--- src/hw/rtl/roi_qp_offset_map_defines.svh ---
// assertion macros for the roi qp offset map
`ifndef ROI_QP_OFFSET_MAP_DEFINES_SVH
`define ROI_QP_OFFSET_MAP_DEFINES_SVH

// same-cycle implication, disabled in reset
`define RQM_ASSERT_IMP(label, clk, rst_n, ante, cons) \
	label: assert property (@(posedge clk) disable iff (!(rst_n)) (ante) |-> (cons)) \
		else $error("rqm assertion failed");

// next-cycle implication, disabled in reset
`define RQM_ASSERT_NXT(label, clk, rst_n, ante, cons) \
	label: assert property (@(posedge clk) disable iff (!(rst_n)) (ante) |=> (cons)) \
		else $error("rqm assertion failed");

`endif

--- src/hw/rtl/rqm_pkg.sv ---
// shared types and constants for the roi qp offset map
package rqm_pkg;
	localparam int MB_SIZE = 16;
	localparam int MAX_MB = 512;
	localparam int MBW = 10;     // macroblock count width
	localparam int RW = 19;      // roi macroblock count width
	localparam int MUL_AW = 22;
	localparam int MUL_BW = 17;
	localparam int MUL_PW = MUL_AW + MUL_BW;
	localparam logic [9:0] QP_MAX = 10'd816;

	typedef enum logic [0:0] {
		REG_FRAME_WIDTH  = 1'b0,
		REG_FRAME_HEIGHT = 1'b1
	} reg_idx_t;

	typedef enum logic [4:0] {
		ST_IDLE, ST_WH, ST_FR, ST_RND, ST_GCD, ST_GCDW, ST_DMW, ST_DMWW,
		ST_DMH, ST_DMHW, ST_LIM, ST_LIMR, ST_SQ, ST_SQM, ST_CMP, ST_DR,
		ST_DRW, ST_FIN
	} state_t;

	typedef struct packed {
		logic          start;
		logic [RW-1:0] dividend;
		logic [MBW-1:0] divisor;
	} div_req_t;

	typedef struct packed {
		logic           busy;
		logic [RW-1:0]  quo;
		logic [MBW-1:0] rem;
	} div_rsp_t;
endpackage

--- src/hw/rtl/rqm_if.sv ---
// handshake interfaces for query, result and register channels
interface rqm_req_if;
	logic        valid;
	logic        ready;
	logic [16:0] roi_fraction;
	logic [9:0]  qp_delta;
	logic [8:0]  mb_row;
	logic [8:0]  mb_col;
	modport source (output valid, roi_fraction, qp_delta, mb_row, mb_col, input ready);
	modport sink (input valid, roi_fraction, qp_delta, mb_row, mb_col, output ready);
endinterface

interface rqm_rsp_if;
	logic       valid;
	logic       ready;
	logic [9:0] qp_offset;
	logic       in_roi;
	logic       position_valid;
	modport source (output valid, qp_offset, in_roi, position_valid, input ready);
	modport sink (input valid, qp_offset, in_roi, position_valid, output ready);
endinterface

interface rqm_cfg_if;
	logic        valid;
	logic        ready;
	logic [0:0]  index;
	logic [13:0] data;
	modport source (output valid, index, data, input ready);
	modport sink (input valid, index, data, output ready);
endinterface

--- src/hw/rtl/rqm_mul.sv ---
// shared multiplier with registered product
module rqm_mul (
	input  logic                       clk,
	input  logic [rqm_pkg::MUL_AW-1:0] a,
	input  logic [rqm_pkg::MUL_BW-1:0] b,
	output logic [rqm_pkg::MUL_PW-1:0] prod_q
);
	always_ff @(posedge clk) begin
		prod_q <= {{rqm_pkg::MUL_BW{1'b0}}, a} * {{rqm_pkg::MUL_AW{1'b0}}, b};
	end
endmodule

--- src/hw/rtl/rqm_div.sv ---
// restoring divider, one quotient bit per cycle
module rqm_div (
	input  logic              clk,
	input  logic              arst_n,
	input  rqm_pkg::div_req_t req,
	output rqm_pkg::div_rsp_t rsp
);
	localparam int RW = rqm_pkg::RW;
	localparam int DW = rqm_pkg::MBW;

	logic [4:0]    cnt_q;
	logic [RW-1:0] quo_q;
	logic [DW-1:0] rem_q;
	logic [DW-1:0] dvs_q;
	logic [DW:0]   shifted;
	logic [DW:0]   trial;

	assign shifted = {rem_q, quo_q[RW-1]};
	assign trial = shifted - {1'b0, dvs_q};

	always_ff @(posedge clk or negedge arst_n) begin
		if (!arst_n) begin
			cnt_q <= '0;
		end else if (req.start) begin
			cnt_q <= 5'(RW);
		end else if (cnt_q != '0) begin
			cnt_q <= cnt_q - 5'd1;
		end
	end

	always_ff @(posedge clk) begin
		if (req.start) begin
			quo_q <= req.dividend;
			rem_q <= '0;
			dvs_q <= req.divisor;
		end else if (cnt_q != '0) begin
			if (!trial[DW]) begin
				rem_q <= trial[DW-1:0];
				quo_q <= {quo_q[RW-2:0], 1'b1};
			end else begin
				rem_q <= shifted[DW-1:0];
				quo_q <= {quo_q[RW-2:0], 1'b0};
			end
		end
	end

	assign rsp.busy = (cnt_q != '0);
	assign rsp.quo = quo_q;
	assign rsp.rem = rem_q;
endmodule

--- src/hw/rtl/roi_qp_offset_map.sv ---
// roi qp offset map: one macroblock qp offset per query
//
// channels: req carries roi_fraction, qp_delta, mb_row and mb_col; rsp returns
// qp_offset, in_roi and position_valid; cfg writes frame_width (index 0) and
// frame_height (index 1), always ready, to be written only while idle
// one query is worked on at a time; req.ready is high only when the sequencer
// is idle, and a query transfer makes it busy until its result is loaded
// invalid positions, full and empty fractions go straight to the result;
// otherwise the query runs through the shared restoring divider (19 steps)
// in the euclid gcd loop, the two ratio divisions and the row division, plus
// a square, multiply and compare step per bit over 10 bits of the rounded
// square root, which runs on the shared multiplier
// the result sits in an output register; the next query is taken while it
// waits, and a stalled receiver holds only the final load of the next result
// reset: frame size returns to 1920 x 1080, no result pending, sequencer idle
`include "roi_qp_offset_map_defines.svh"

module roi_qp_offset_map (
	input  logic clk,
	input  logic arst_n,
	rqm_req_if.sink   req,
	rqm_rsp_if.source rsp,
	rqm_cfg_if.sink   cfg
);
	localparam int MBW = rqm_pkg::MBW;
	localparam int RW = rqm_pkg::RW;
	localparam int GW = 21;  // signed geometry width

	rqm_pkg::state_t st_q, st_d;

	logic [13:0] fw_q, fh_q;
	logic [16:0] frac_q;
	logic [9:0]  delta_q;
	logic [8:0]  row_q, col_q;
	logic        pos_ok_q, full_q, geom_ok_q;
	logic [MBW-1:0] a_q, b_q, g_q, mw_q, mh_q, n_q, last_q;
	logic [RW-1:0]  r_q, rows_q;
	logic [30:0]    lim_q;
	logic [3:0]     bit_q;

	logic [MBW-1:0] w_mb, h_mb;
	logic [14:0]    fw_sum, fh_sum;
	logic [10:0]    w_raw, h_raw;

	logic [rqm_pkg::MUL_AW-1:0] mul_a;
	logic [rqm_pkg::MUL_BW-1:0] mul_b;
	logic [rqm_pkg::MUL_PW-1:0] prod_q;
	rqm_pkg::div_req_t dreq;
	rqm_pkg::div_rsp_t drsp;

	logic [MBW-1:0] cand;
	logic [MBW:0]   odd;
	logic [35:0]    r_sum;
	logic           req_xfer, out_free, roi_hit, pos_in;
	logic signed [GW-1:0] top, left, di, dj, rows_s, rw_s, last_s;

	rqm_mul u_mul (.clk(clk), .a(mul_a), .b(mul_b), .prod_q(prod_q));
	rqm_div u_div (.clk(clk), .arst_n(arst_n), .req(dreq), .rsp(drsp));

	// macroblock counts, clamped to the grid limits
	assign fw_sum = {1'b0, fw_q} + 15'(rqm_pkg::MB_SIZE - 1);
	assign fh_sum = {1'b0, fh_q} + 15'(rqm_pkg::MB_SIZE - 1);
	assign w_raw = fw_sum[14:4];
	assign h_raw = fh_sum[14:4];
	assign w_mb = (w_raw == '0) ? MBW'(1) :
		(w_raw > 11'(rqm_pkg::MAX_MB)) ? MBW'(rqm_pkg::MAX_MB) : w_raw[MBW-1:0];
	assign h_mb = (h_raw == '0) ? MBW'(1) :
		(h_raw > 11'(rqm_pkg::MAX_MB)) ? MBW'(rqm_pkg::MAX_MB) : h_raw[MBW-1:0];

	// position check at full count width, a 512 wide grid included
	assign pos_in = (MBW'(req.mb_row) < h_mb) && (MBW'(req.mb_col) < w_mb);

	assign req_xfer = req.valid && req.ready;
	assign req.ready = (st_q == rqm_pkg::ST_IDLE);
	assign cfg.ready = 1'b1;
	assign out_free = !rsp.valid || rsp.ready;

	// square root trial value and its odd term 2n-1
	assign cand = n_q | (MBW'(1) << bit_q);
	assign odd = {cand, 1'b0} - (MBW+1)'(1);
	assign r_sum = prod_q[35:0] + 36'd32768;

	// register writes
	always_ff @(posedge clk or negedge arst_n) begin
		if (!arst_n) begin
			fw_q <= 14'd1920;
			fh_q <= 14'd1080;
		end else if (cfg.valid && cfg.ready) begin
			case (rqm_pkg::reg_idx_t'(cfg.index))
				rqm_pkg::REG_FRAME_WIDTH:  fw_q <= cfg.data;
				rqm_pkg::REG_FRAME_HEIGHT: fh_q <= cfg.data;
				default: ;
			endcase
		end
	end

	// shared multiplier operand selection
	always_comb begin
		mul_a = '0;
		mul_b = '0;
		case (st_q)
			rqm_pkg::ST_WH: begin
				mul_a = 22'(w_mb);
				mul_b = 17'(h_mb);
			end
			rqm_pkg::ST_FR: begin
				mul_a = 22'(prod_q[RW-1:0]);
				mul_b = frac_q;
			end
			rqm_pkg::ST_LIM: begin
				mul_a = 22'(r_q);
				mul_b = 17'(mw_q);
			end
			rqm_pkg::ST_SQ: begin
				mul_a = 22'(odd);
				mul_b = 17'(odd);
			end
			rqm_pkg::ST_SQM: begin
				mul_a = prod_q[21:0];
				mul_b = 17'(mh_q);
			end
			default: ;
		endcase
	end

	// divider requests
	always_comb begin
		dreq = '0;
		case (st_q)
			rqm_pkg::ST_GCD: begin
				dreq.start = (a_q != '0);
				dreq.dividend = RW'(b_q);
				dreq.divisor = a_q;
			end
			rqm_pkg::ST_DMW: begin
				dreq.start = 1'b1;
				dreq.dividend = RW'(w_mb);
				dreq.divisor = g_q;
			end
			rqm_pkg::ST_DMH: begin
				dreq.start = 1'b1;
				dreq.dividend = RW'(h_mb);
				dreq.divisor = g_q;
			end
			rqm_pkg::ST_DR: begin
				dreq.start = 1'b1;
				dreq.dividend = r_q;
				dreq.divisor = n_q;
			end
			default: ;
		endcase
	end

	// next state
	always_comb begin
		st_d = st_q;
		case (st_q)
			rqm_pkg::ST_IDLE: if (req_xfer) begin
				if (!pos_in || req.roi_fraction[16] || req.roi_fraction == '0) begin
					st_d = rqm_pkg::ST_FIN;
				end else begin
					st_d = rqm_pkg::ST_WH;
				end
			end
			rqm_pkg::ST_WH:   st_d = rqm_pkg::ST_FR;
			rqm_pkg::ST_FR:   st_d = rqm_pkg::ST_RND;
			rqm_pkg::ST_RND:  st_d = rqm_pkg::ST_GCD;
			rqm_pkg::ST_GCD:  st_d = (a_q == '0) ? rqm_pkg::ST_DMW : rqm_pkg::ST_GCDW;
			rqm_pkg::ST_GCDW: if (!drsp.busy) st_d = rqm_pkg::ST_GCD;
			rqm_pkg::ST_DMW:  st_d = rqm_pkg::ST_DMWW;
			rqm_pkg::ST_DMWW: if (!drsp.busy) st_d = rqm_pkg::ST_DMH;
			rqm_pkg::ST_DMH:  st_d = rqm_pkg::ST_DMHW;
			rqm_pkg::ST_DMHW: if (!drsp.busy) st_d = rqm_pkg::ST_LIM;
			rqm_pkg::ST_LIM:  st_d = rqm_pkg::ST_LIMR;
			rqm_pkg::ST_LIMR: st_d = rqm_pkg::ST_SQ;
			rqm_pkg::ST_SQ:   st_d = rqm_pkg::ST_SQM;
			rqm_pkg::ST_SQM:  st_d = rqm_pkg::ST_CMP;
			rqm_pkg::ST_CMP: begin
				if (bit_q != '0) begin
					st_d = rqm_pkg::ST_SQ;
				end else if (((prod_q <= 39'(lim_q)) ? cand : n_q) == '0) begin
					st_d = rqm_pkg::ST_FIN;
				end else begin
					st_d = rqm_pkg::ST_DR;
				end
			end
			rqm_pkg::ST_DR:   st_d = rqm_pkg::ST_DRW;
			rqm_pkg::ST_DRW:  if (!drsp.busy) st_d = rqm_pkg::ST_FIN;
			rqm_pkg::ST_FIN:  if (out_free) st_d = rqm_pkg::ST_IDLE;
			default:          st_d = rqm_pkg::ST_IDLE;
		endcase
	end

	always_ff @(posedge clk or negedge arst_n) begin
		if (!arst_n) begin
			st_q <= rqm_pkg::ST_IDLE;
		end else begin
			st_q <= st_d;
		end
	end

	// datapath registers
	always_ff @(posedge clk or negedge arst_n) begin
		if (!arst_n) begin
			geom_ok_q <= 1'b0;
		end else if (req_xfer) begin
			geom_ok_q <= 1'b0;
		end else if (st_q == rqm_pkg::ST_DRW && !drsp.busy) begin
			geom_ok_q <= 1'b1;
		end
	end

	always_ff @(posedge clk) begin
		case (st_q)
			rqm_pkg::ST_IDLE: if (req_xfer) begin
				frac_q <= req.roi_fraction;
				delta_q <= (req.qp_delta > rqm_pkg::QP_MAX) ? rqm_pkg::QP_MAX : req.qp_delta;
				row_q <= req.mb_row;
				col_q <= req.mb_col;
				pos_ok_q <= pos_in;
				full_q <= req.roi_fraction[16];
				a_q <= w_mb;
				b_q <= h_mb;
				n_q <= '0;
			end
			rqm_pkg::ST_RND: r_q <= r_sum[RW+15:16];
			rqm_pkg::ST_GCD: if (a_q == '0) g_q <= b_q;
			rqm_pkg::ST_GCDW: if (!drsp.busy) begin
				a_q <= drsp.rem;
				b_q <= a_q;
			end
			rqm_pkg::ST_DMWW: if (!drsp.busy) mw_q <= drsp.quo[MBW-1:0];
			rqm_pkg::ST_DMHW: if (!drsp.busy) mh_q <= drsp.quo[MBW-1:0];
			rqm_pkg::ST_LIMR: begin
				lim_q <= {prod_q[28:0], 2'b00};
				bit_q <= 4'(MBW - 1);
			end
			rqm_pkg::ST_CMP: begin
				if (prod_q <= 39'(lim_q)) n_q <= cand;
				if (bit_q != '0) bit_q <= bit_q - 4'd1;
			end
			rqm_pkg::ST_DRW: if (!drsp.busy) begin
				rows_q <= drsp.quo + RW'(drsp.rem != '0);
				last_q <= drsp.rem;
			end
			default: ;
		endcase
	end

	// roi rectangle test with a signed corner, clipped to the grid
	always_comb begin
		rows_s = GW'(rows_q);
		rw_s = GW'(n_q);
		last_s = GW'(last_q);
		top = GW'(h_mb >> 1) - ((rows_s + GW'(1)) >>> 1);
		left = GW'(w_mb >> 1) - ((rw_s + GW'(1)) >>> 1);
		di = GW'(row_q) - top;
		dj = GW'(col_q) - left;
		roi_hit = full_q;
		if (!full_q && geom_ok_q && di >= 0 && di < rows_s && dj >= 0 && dj < rw_s) begin
			roi_hit = !(di == rows_s - GW'(1) && last_s != '0 && dj >= last_s);
		end
	end

	// output register
	always_ff @(posedge clk or negedge arst_n) begin
		if (!arst_n) begin
			rsp.valid <= 1'b0;
		end else if (st_q == rqm_pkg::ST_FIN && out_free) begin
			rsp.valid <= 1'b1;
		end else if (rsp.ready) begin
			rsp.valid <= 1'b0;
		end
	end

	always_ff @(posedge clk) begin
		if (st_q == rqm_pkg::ST_FIN && out_free) begin
			rsp.position_valid <= pos_ok_q;
			rsp.in_roi <= pos_ok_q && roi_hit;
			rsp.qp_offset <= (pos_ok_q && !roi_hit) ? delta_q : 10'd0;
		end
	end

	`RQM_ASSERT_NXT(a_one_query, clk, arst_n, req.valid && req.ready, !req.ready)
	`RQM_ASSERT_IMP(a_div_idle, clk, arst_n, st_q == rqm_pkg::ST_IDLE, !drsp.busy)
	`RQM_ASSERT_IMP(a_invalid_pos, clk, arst_n, rsp.valid && !rsp.position_valid,
		rsp.qp_offset == 10'd0 && !rsp.in_roi)
endmodule

--- src/flat_wrapper.sv ---
// flat-port wrapper written by rule: the top's interface ports become plain ports
module roi_qp_offset_map_flat 
  (clk, arst_n, req_valid, req_roi_fraction, req_qp_delta, req_mb_row, req_mb_col, req_ready, rsp_valid, rsp_qp_offset, rsp_in_roi, rsp_position_valid, rsp_ready, cfg_valid, cfg_index, cfg_data, cfg_ready);
  rqm_req_if req_i ();
  rqm_rsp_if rsp_i ();
  rqm_cfg_if cfg_i ();
  input  logic clk;
  input  logic arst_n;
  input wire logic [$bits(req_i.valid)-1:0] req_valid;
  input wire logic [$bits(req_i.roi_fraction)-1:0] req_roi_fraction;
  input wire logic [$bits(req_i.qp_delta)-1:0] req_qp_delta;
  input wire logic [$bits(req_i.mb_row)-1:0] req_mb_row;
  input wire logic [$bits(req_i.mb_col)-1:0] req_mb_col;
  output wire logic [$bits(req_i.ready)-1:0] req_ready;
  output wire logic [$bits(rsp_i.valid)-1:0] rsp_valid;
  output wire logic [$bits(rsp_i.qp_offset)-1:0] rsp_qp_offset;
  output wire logic [$bits(rsp_i.in_roi)-1:0] rsp_in_roi;
  output wire logic [$bits(rsp_i.position_valid)-1:0] rsp_position_valid;
  input wire logic [$bits(rsp_i.ready)-1:0] rsp_ready;
  input wire logic [$bits(cfg_i.valid)-1:0] cfg_valid;
  input wire logic [$bits(cfg_i.index)-1:0] cfg_index;
  input wire logic [$bits(cfg_i.data)-1:0] cfg_data;
  output wire logic [$bits(cfg_i.ready)-1:0] cfg_ready;
  assign req_i.valid = req_valid;
  assign req_i.roi_fraction = req_roi_fraction;
  assign req_i.qp_delta = req_qp_delta;
  assign req_i.mb_row = req_mb_row;
  assign req_i.mb_col = req_mb_col;
  assign req_ready = req_i.ready;
  assign rsp_valid = rsp_i.valid;
  assign rsp_qp_offset = rsp_i.qp_offset;
  assign rsp_in_roi = rsp_i.in_roi;
  assign rsp_position_valid = rsp_i.position_valid;
  assign rsp_i.ready = rsp_ready;
  assign cfg_i.valid = cfg_valid;
  assign cfg_i.index = cfg_index;
  assign cfg_i.data = cfg_data;
  assign cfg_ready = cfg_i.ready;
  roi_qp_offset_map u_core (.clk(clk), .arst_n(arst_n), .req(req_i), .rsp(rsp_i), .cfg(cfg_i));
endmodule
--- config.mk ---
export PLATFORM = sky130hd
export DESIGN_NAME = roi_qp_offset_map_flat
export DESIGN_NICKNAME = d
export VERILOG_FILES = /design/src/hw/rtl/rqm_pkg.sv /design/src/hw/rtl/rqm_if.sv /design/src/hw/rtl/rqm_mul.sv /design/src/hw/rtl/rqm_div.sv /design/src/hw/rtl/roi_qp_offset_map.sv /design/src/flat_wrapper.sv
export VERILOG_INCLUDE_DIRS = /design/src /design/src/hw/rtl
export SDC_FILE = /design/constraint.sdc
export NUM_CORES = 2
export LEC_CHECK = 0
export BUFFER_PORTS_ARGS = -buffer_cell sky130_fd_sc_hd__buf_2
export CAP_MARGIN = 25
export CORE_MARGIN = 2
export CORE_UTILIZATION = 30
export CTS_CLUSTER_SIZE = 30
export DETAILED_ROUTE_END_ITERATION = 8
export PLACE_DENSITY_LB_ADDON = 0.3
export SYNTH_ARGS = -nofsm -noshare
export SYNTH_HDL_FRONTEND = slang
export SYNTH_SLANG_ARGS = --single-unit
--- constraint.sdc ---
create_clock -name clk -period 25 [get_ports clk]
set_input_delay 3.75 -clock clk [delete_from_list [all_inputs] [get_ports clk]]
set_output_delay 3.75 -clock clk [all_outputs]
set_load 0.01 [all_outputs]
=== After elaboration in Yosys (flattened, before gate mapping) ===
Index checks and enable logic that the tools add are counted.
W data, S select, Z words.

* Flip-flop bits (word level): 318
* Word-level logic and storage cells: 176
* Output and inout port bits: 15

* Bitwise gates (word level): 3
* $lt $le $gt $ge: 11
* Multipliers: 1
* Equal/unequal tests: 25
* Multiplexer cells: 40
* Add/subtract/negate cells: 15
* Shift operators: 1
* Reduce and logical (&&, ||, !) cells: 50

{| class="wikitable"
|+ Operator list
! cell !! number
|-
| $pmux W30 S4 || 1
|-
| $mux W10 || 11
|-
| $pmux W22 S5 || 1
|-
| $pmux W5 S18 || 1
|-
| $pmux W17 S5 || 1
|-
| $pmux W10 S2 || 3
|-
| $mux W5 || 11
|-
| $ge A21 B1 Y1 const B || 2
|-
| $sub A9 B20 Y21 || 2
|-
| $sub A9 B21 Y21 || 2
|-
| $eq A5 B4 Y1 const B || 8
|-
| $le A39 B31 Y1 || 1
|-
| $mul A22 B17 Y39 || 1
|-
| $mux W19 || 2
|-
| $add A35 B16 Y35 const B || 1
|-
| $add A14 B4 Y15 const B || 2
|-
| $reduce_bool A10 Y1 || 3
|-
| $gt A11 B10 Y1 const B || 2
|-
| $logic_not A11 Y1 || 2
|-
| $eq A21 B20 Y1 || 1
|-
| $ge A21 B11 Y1 || 1
|-
| $lt A21 B11 Y1 || 1
|-
| $lt A21 B20 Y1 || 1
|-
| $add A19 B1 Y20 const B || 1
|-
| 34 further kinds || 84
|}

=== Depth between registers and ports, before layout ===
* Depth after elaboration: 14
* Gate-level depth with buffers: 35
* Depth with buffers taken out: 33

=== By module ===
From an unflattened synthesis, not the netlist that was laid out.

* Cells, all modules: 3301
* Area total of the unflattened synthesis: 31737.9 µm²

{| class="wikitable"
|+ Modules (own cells, without submodules)
! module !! cells each !! area each (µm²) !! times used
|-
| roi_qp_offset_map || 1641 || 16424.5 || 1
|-
| rqm_mul || 1458 || 12904.9 || 1
|-
| rqm_div || 202 || 2408.6 || 1
|}

=== Least setup slack after synthesis ===
OpenSTA, ideal clock, no wires.

* Kind: register to register
* From: register u_core.fw_q[1]
* To: register u_core.u_mul.prod_q[38] (netlist name)
* Path buffers: 1
* Arrival: 7.992 ns
* Cell stages (with the launch flop): 33
* Data required time: 24.882 ns
* Path slack: 16.890 ns
* Cell sequence: dfrtp_1 -> nor4_1 -> nor2b_1 -> and4_1 -> and3_1 -> nand2_1 -> xor2_1 -> or2_2 -> o21ai_1 -> clkbuf_1 -> nand2_1 -> fa_1 -> inv_1 -> fa_1 -> inv_1 -> fa_1 -> inv_1 -> fa_1 -> inv_1 -> fa_1 -> inv_1 -> fa_1 -> ha_1 -> a21oi_1 -> o21ai_0 -> a21o_1 -> a21oi_1 -> a21boi_0 -> o21a_1 -> o21ai_0 -> a211o_1 -> a21oi_1 -> xnor2_1

* Longest elaborated chain between the ends: 6

{| class="wikitable"
|+ RTL lines
! what !! line !! text
|-
| from (decl) || roi_qp_offset_map.sv:31 || <nowiki>logic [13:0] fw_q, fh_q;</nowiki>
|-
| from (signal assigned) || roi_qp_offset_map.sv:90 || <nowiki>rqm_pkg::REG_FRAME_WIDTH: fw_q <= cfg.data;</nowiki>
|-
| $add A14 B4 Y15 (*) || roi_qp_offset_map.sv:61 || <nowiki>assign fw_sum = {1'b0, fw_q} + 15'(rqm_pkg::MB_SIZE - 1);</nowiki>
|-
| $gt A11 B10 Y1 || roi_qp_offset_map.sv:66 || <nowiki>(w_raw > 11'(rqm_pkg::MAX_MB)) ? MBW'(rqm_pkg::MAX_MB) : w_raw[MBW-1:0];</nowiki>
|-
| $mux W10 || roi_qp_offset_map.sv:66 ||
|-
| $mux W10 (*) || roi_qp_offset_map.sv:65 || <nowiki>assign w_mb = (w_raw == '0) ? MBW'(1) :</nowiki>
|-
| $pmux W22 S5 (*) || roi_qp_offset_map.sv:101 || <nowiki>case (st_q)</nowiki>
|-
| $mul A22 B17 Y39 (*) || rqm_mul.sv:9 || <nowiki>prod_q <= {{rqm_pkg::MUL_BW{1'b0}}, a} * {{rqm_pkg::MUL_AW{1'b0}}, b};</nowiki>
|-
| to (signal assigned) || rqm_mul.sv:9 ||
|-
| to (decl) || rqm_mul.sv:6 || <nowiki>output logic [rqm_pkg::MUL_PW-1:0] prod_q</nowiki>
|}

Every way passes the cells marked *; elsewhere a longest branch is shown, timed or not.
A chain may end at the register's enable or synchronous reset.

=== Worst setup path in the final report ===
* From: register u_core.st_q[3]
* To: register u_core.u_mul.prod_q[38] (netlist name)

* Longest elaborated chain between the ends: 3

{| class="wikitable"
|+ RTL lines
! what !! line !! text
|-
| from (decl) || roi_qp_offset_map.sv:29 || <nowiki>rqm_pkg::state_t st_q, st_d;</nowiki>
|-
| from (signal assigned) || roi_qp_offset_map.sv:196 || <nowiki>st_q <= rqm_pkg::ST_IDLE;</nowiki>
|-
| from (signal assigned) || roi_qp_offset_map.sv:198 || <nowiki>st_q <= st_d;</nowiki>
|-
| $eq A5 B4 Y1, or another cell as far along || roi_qp_offset_map.sv:101 ||
|-
| $pmux W22 S5 or $pmux W17 S5 (tied branches) || roi_qp_offset_map.sv:101 ||
|-
| $mul A22 B17 Y39 (*) || rqm_mul.sv:9 ||
|}

Marked as above.

==> reports/metrics.cfg <==
[sta]
fmax_mhz=106
setup_violations=0
hold_viol=0
min_period_ns=9.47
finalSetupTns_ns=0
worst_pin_slew_ns=1.09
slew_viol_final=0
rsz0062_at_grt=no
finClkSkew_ns=0.0532
period_share_pct=37.9
slew_headroom_pct=27.2

[floorplanning]
die_y_microns=323
chipWidth_microns=323
die-area_sq_mm=0.104
start_util_pct=30.4
io_pins=80
coreArea_sq_mm=0.100
rows=116

[logic_synthesis]
synth.area.top_cells=edfxtp_1 22%, fa_1 21%, ha_1 10%, inv_1 6.6%, nand2_1 5.1%
synthCells=3196
yosys.area.top_type=edfxtp_1
yosysUniqueCellTypes=73
syn_area_per_cell_sq_um=9.53
synth_warnings=0
synth_edf_count=228
ys.flop_type=edfxtp_1
ys_ff_latch=317
synth_top_area_share_pct=22.5
ys_seq_area_share_pct=29.0
syn_area_sq_mm=0.0304
async_reset_ff_share_pct=12.6

[grt]
grt_pass1_vias=23033
grt_max_degree=41
antenna_found_initial=0
grt.total_usage_pct=17.2
grt_overflow=0
grt_pass1_wl_microns=138000

[finish]
final_common_cell=inv_1
final_area_sq_mm=0.0340
finish.utilization_pct=33.9
syn_to_final_growth_pct=11.7
stdcell_count=4671
antenna_cells=0
nets=3919
final_cell_mix=536 x inv_1, 415 x nand2_1, 318 x fa_1, 254 x ha_1, 228 x edfxtp_1
drive_gt1_share_pct=7.60

[worst_hold_path]
worstHoldStart=u_core.b_q[3]
min_to=u_core.g_q[3]
min_path_type=reg -> reg
whs_path_depth=0

[setup_path]
worst_r2r_path_depth=27
cp.arrival_ns=9.94
cp-start-kind=flop
path_buf_inv=5
timing.rr.end=u_core.u_mul.prod_q[38]
reg2reg_from=u_core.st_q[3]
critPathSlowestCell=nand2_1
required_ns=25.47
critPathMostFrequentCell=fa_1
critPathMaxFanout=19
critPathMaxStageDelay_ns=0.85
critPathCaptureType=flop
rrSetupSlack_ns=15.53
critPathTopFamily=adder cells
path_class=reg -> reg

[placed_design]
place_hpwl_microns=69900
place_congestion=0.902
dpl_cell_area_sq_mm=0.0326
numPlacedInstances=4595
portBuffers=78

[pwr]
finalPower_uw=2530
p_per_area_mw_per_mm2=74.4
irDropWorstVdd_v=0.0000463
leakagePower_uw=0.0150

[routing]
via_count=22891
routed_wl_microns=88000
drtAntennaViolNets=0
via_per_inst=4.90
drt_iter0_drc=1827
wire_per_inst_microns=18.8
drc_errors=2
drt_pass1_iterations=9

[clock_network]
hold_buffers=0
cts-htree-levels=2
clock-sinks=317
worstSkewPairLatency_ns=0.62
cts.repair.resized=0
numCtsBuffers=40
tritoncts=built
clk_path_buf_depth=3
clk_pin_slew_ns=0.06
cts_root_buf=clkbuf_16
cts_setup_buffers=0

[run_status]
status=finished with violations
violations=DRC

[job]
maxCapViolations=0

-- stage by stage --
step | setup slack [ns] | hold slack [ns]
6_report | 15.53 | 0.474
5_1_grt | 14.99 | 0.472
4_1_cts | 15.65 | 0.464
3_5_place_dp | 15.69 | 0.450
3_3_place_gp | 15.71 | 0.447
2_1_floorplan | 16.89 | 0.423
-- registers in the layout, indices dropped and copies added, names as in the netlist, 14 cells and up --
signal / flops
u_core.fh_q: 14
u_core.frac_q: 16
u_core.fw_q: 14
u_core.lim_q: 29
u_core.r_q: 19
u_core.rows_q: 19
u_core.u_div.quo_q: 19
u_core.u_mul.prod_q: 39
-- layer usage --
| layer | up-vias | part of all wire, % | global-route usage, % |
|---|---|---|---|
| met1 | 11331 | 44 | 23.1 |
| met3 | 141 | 6.0 | 2.28 |
| met5 | - | 0 | 0 |
| met4 | 0 | 3.0 | 5.32 |
| li1 | 10723 | - | - |
| met2 | 696 | 47 | 28.8 |
-- area by class of cell --
type                            count  area (sq um)
Multi-Input combinational cell   2257         19300
Clock inverter                     23           262
Fill cell                       10316         66300
Clock buffer                       51          1070
Timing Repair Buffer              128           783
Tap cell                         1357          1700
Inverter                          538          2020
Sequential cell                   317          8840
-- Yosys cell counts, types with 7 or more instances --
master     number
a2111oi_0       7
a211oi_1       12
a21boi_0        8
a21o_1         50
a21oi_1       112
a221oi_1        7
a222oi_1       19
a22o_1         11
a22oi_1        19
a31oi_1         9
and2_1         61
and3_1         19
clkbuf_1       96
dfrtp_1        32
dfstp_2         8
dfxtp_1        49
edfxtp_1      228
fa_1          318
ha_1          254
inv_1         537
mux2_2         32
mux2i_1        10
nand2_1       415
nand2b_1       29
nand3_1        67
nand4_1        33
nor2_1        200
nor2b_1        32
nor3_1         54
nor4_1         32
o2111ai_1       8
o211ai_1        7
o21a_1         19
o21ai_0        95
o21bai_1       12
o22ai_1        15
o31ai_1        10
or3_1          10
xnor2_1       137
xor2_1         45
-- worst register-to-register path, delay by kind of cell (launching register included) --
kind	cells	cell delay, ns
AOI/OAI and AO/OA	9	2.09
DFF	1	0.66
buffers and inverters	5	0.28
adders and majority gates	7	3.49
and+or+nand+nor	5	2.74
xor gates and xnor gates	1	0.08
-- report_power, final --
part,internal (uW),leakage [uW],switching [uW]
combinational,425,0.0113,669
clock,340,0.000646,252
sequential,707,0.00302,137
total,1470,0.0150,1060
-- worst max-delay path by stage --
stage	startpoint	to	slack (ns)	cells past startpoint
2_1_floorplan	u_core.fw_q[1]	u_core.u_mul.prod_q[38]	16.89	32
3_3_place_gp	u_core.fw_q[1]	u_core.u_mul.prod_q[38]	15.71	26
3_5_place_dp	u_core.fw_q[1]	u_core.u_mul.prod_q[38]	15.69	26
4_1_cts	u_core.fw_q[1]	u_core.u_mul.prod_q[38]	15.65	26
5_1_grt	u_core.st_q[3]	u_core.u_mul.prod_q[38]	14.99	27
6_report	u_core.st_q[3]	u_core.u_mul.prod_q[38]	15.53	27
-- cells by family (layout without fill, tap and decap cells) --
family          count (synthesis)  after routing  synth area share [%]
mux                            42             42                  1.51
compound gates                457            457                  9.92
buf+inv                       642            740                  7.93
fa+ha+maj                     572            572                  31.3
simple gates                  978            978                  14.7
flops                         317            317                  29.0
other cells                     2             22                0.0247
xor+xnor                      186            186                  5.53
(Power assumes the default switching activity.)
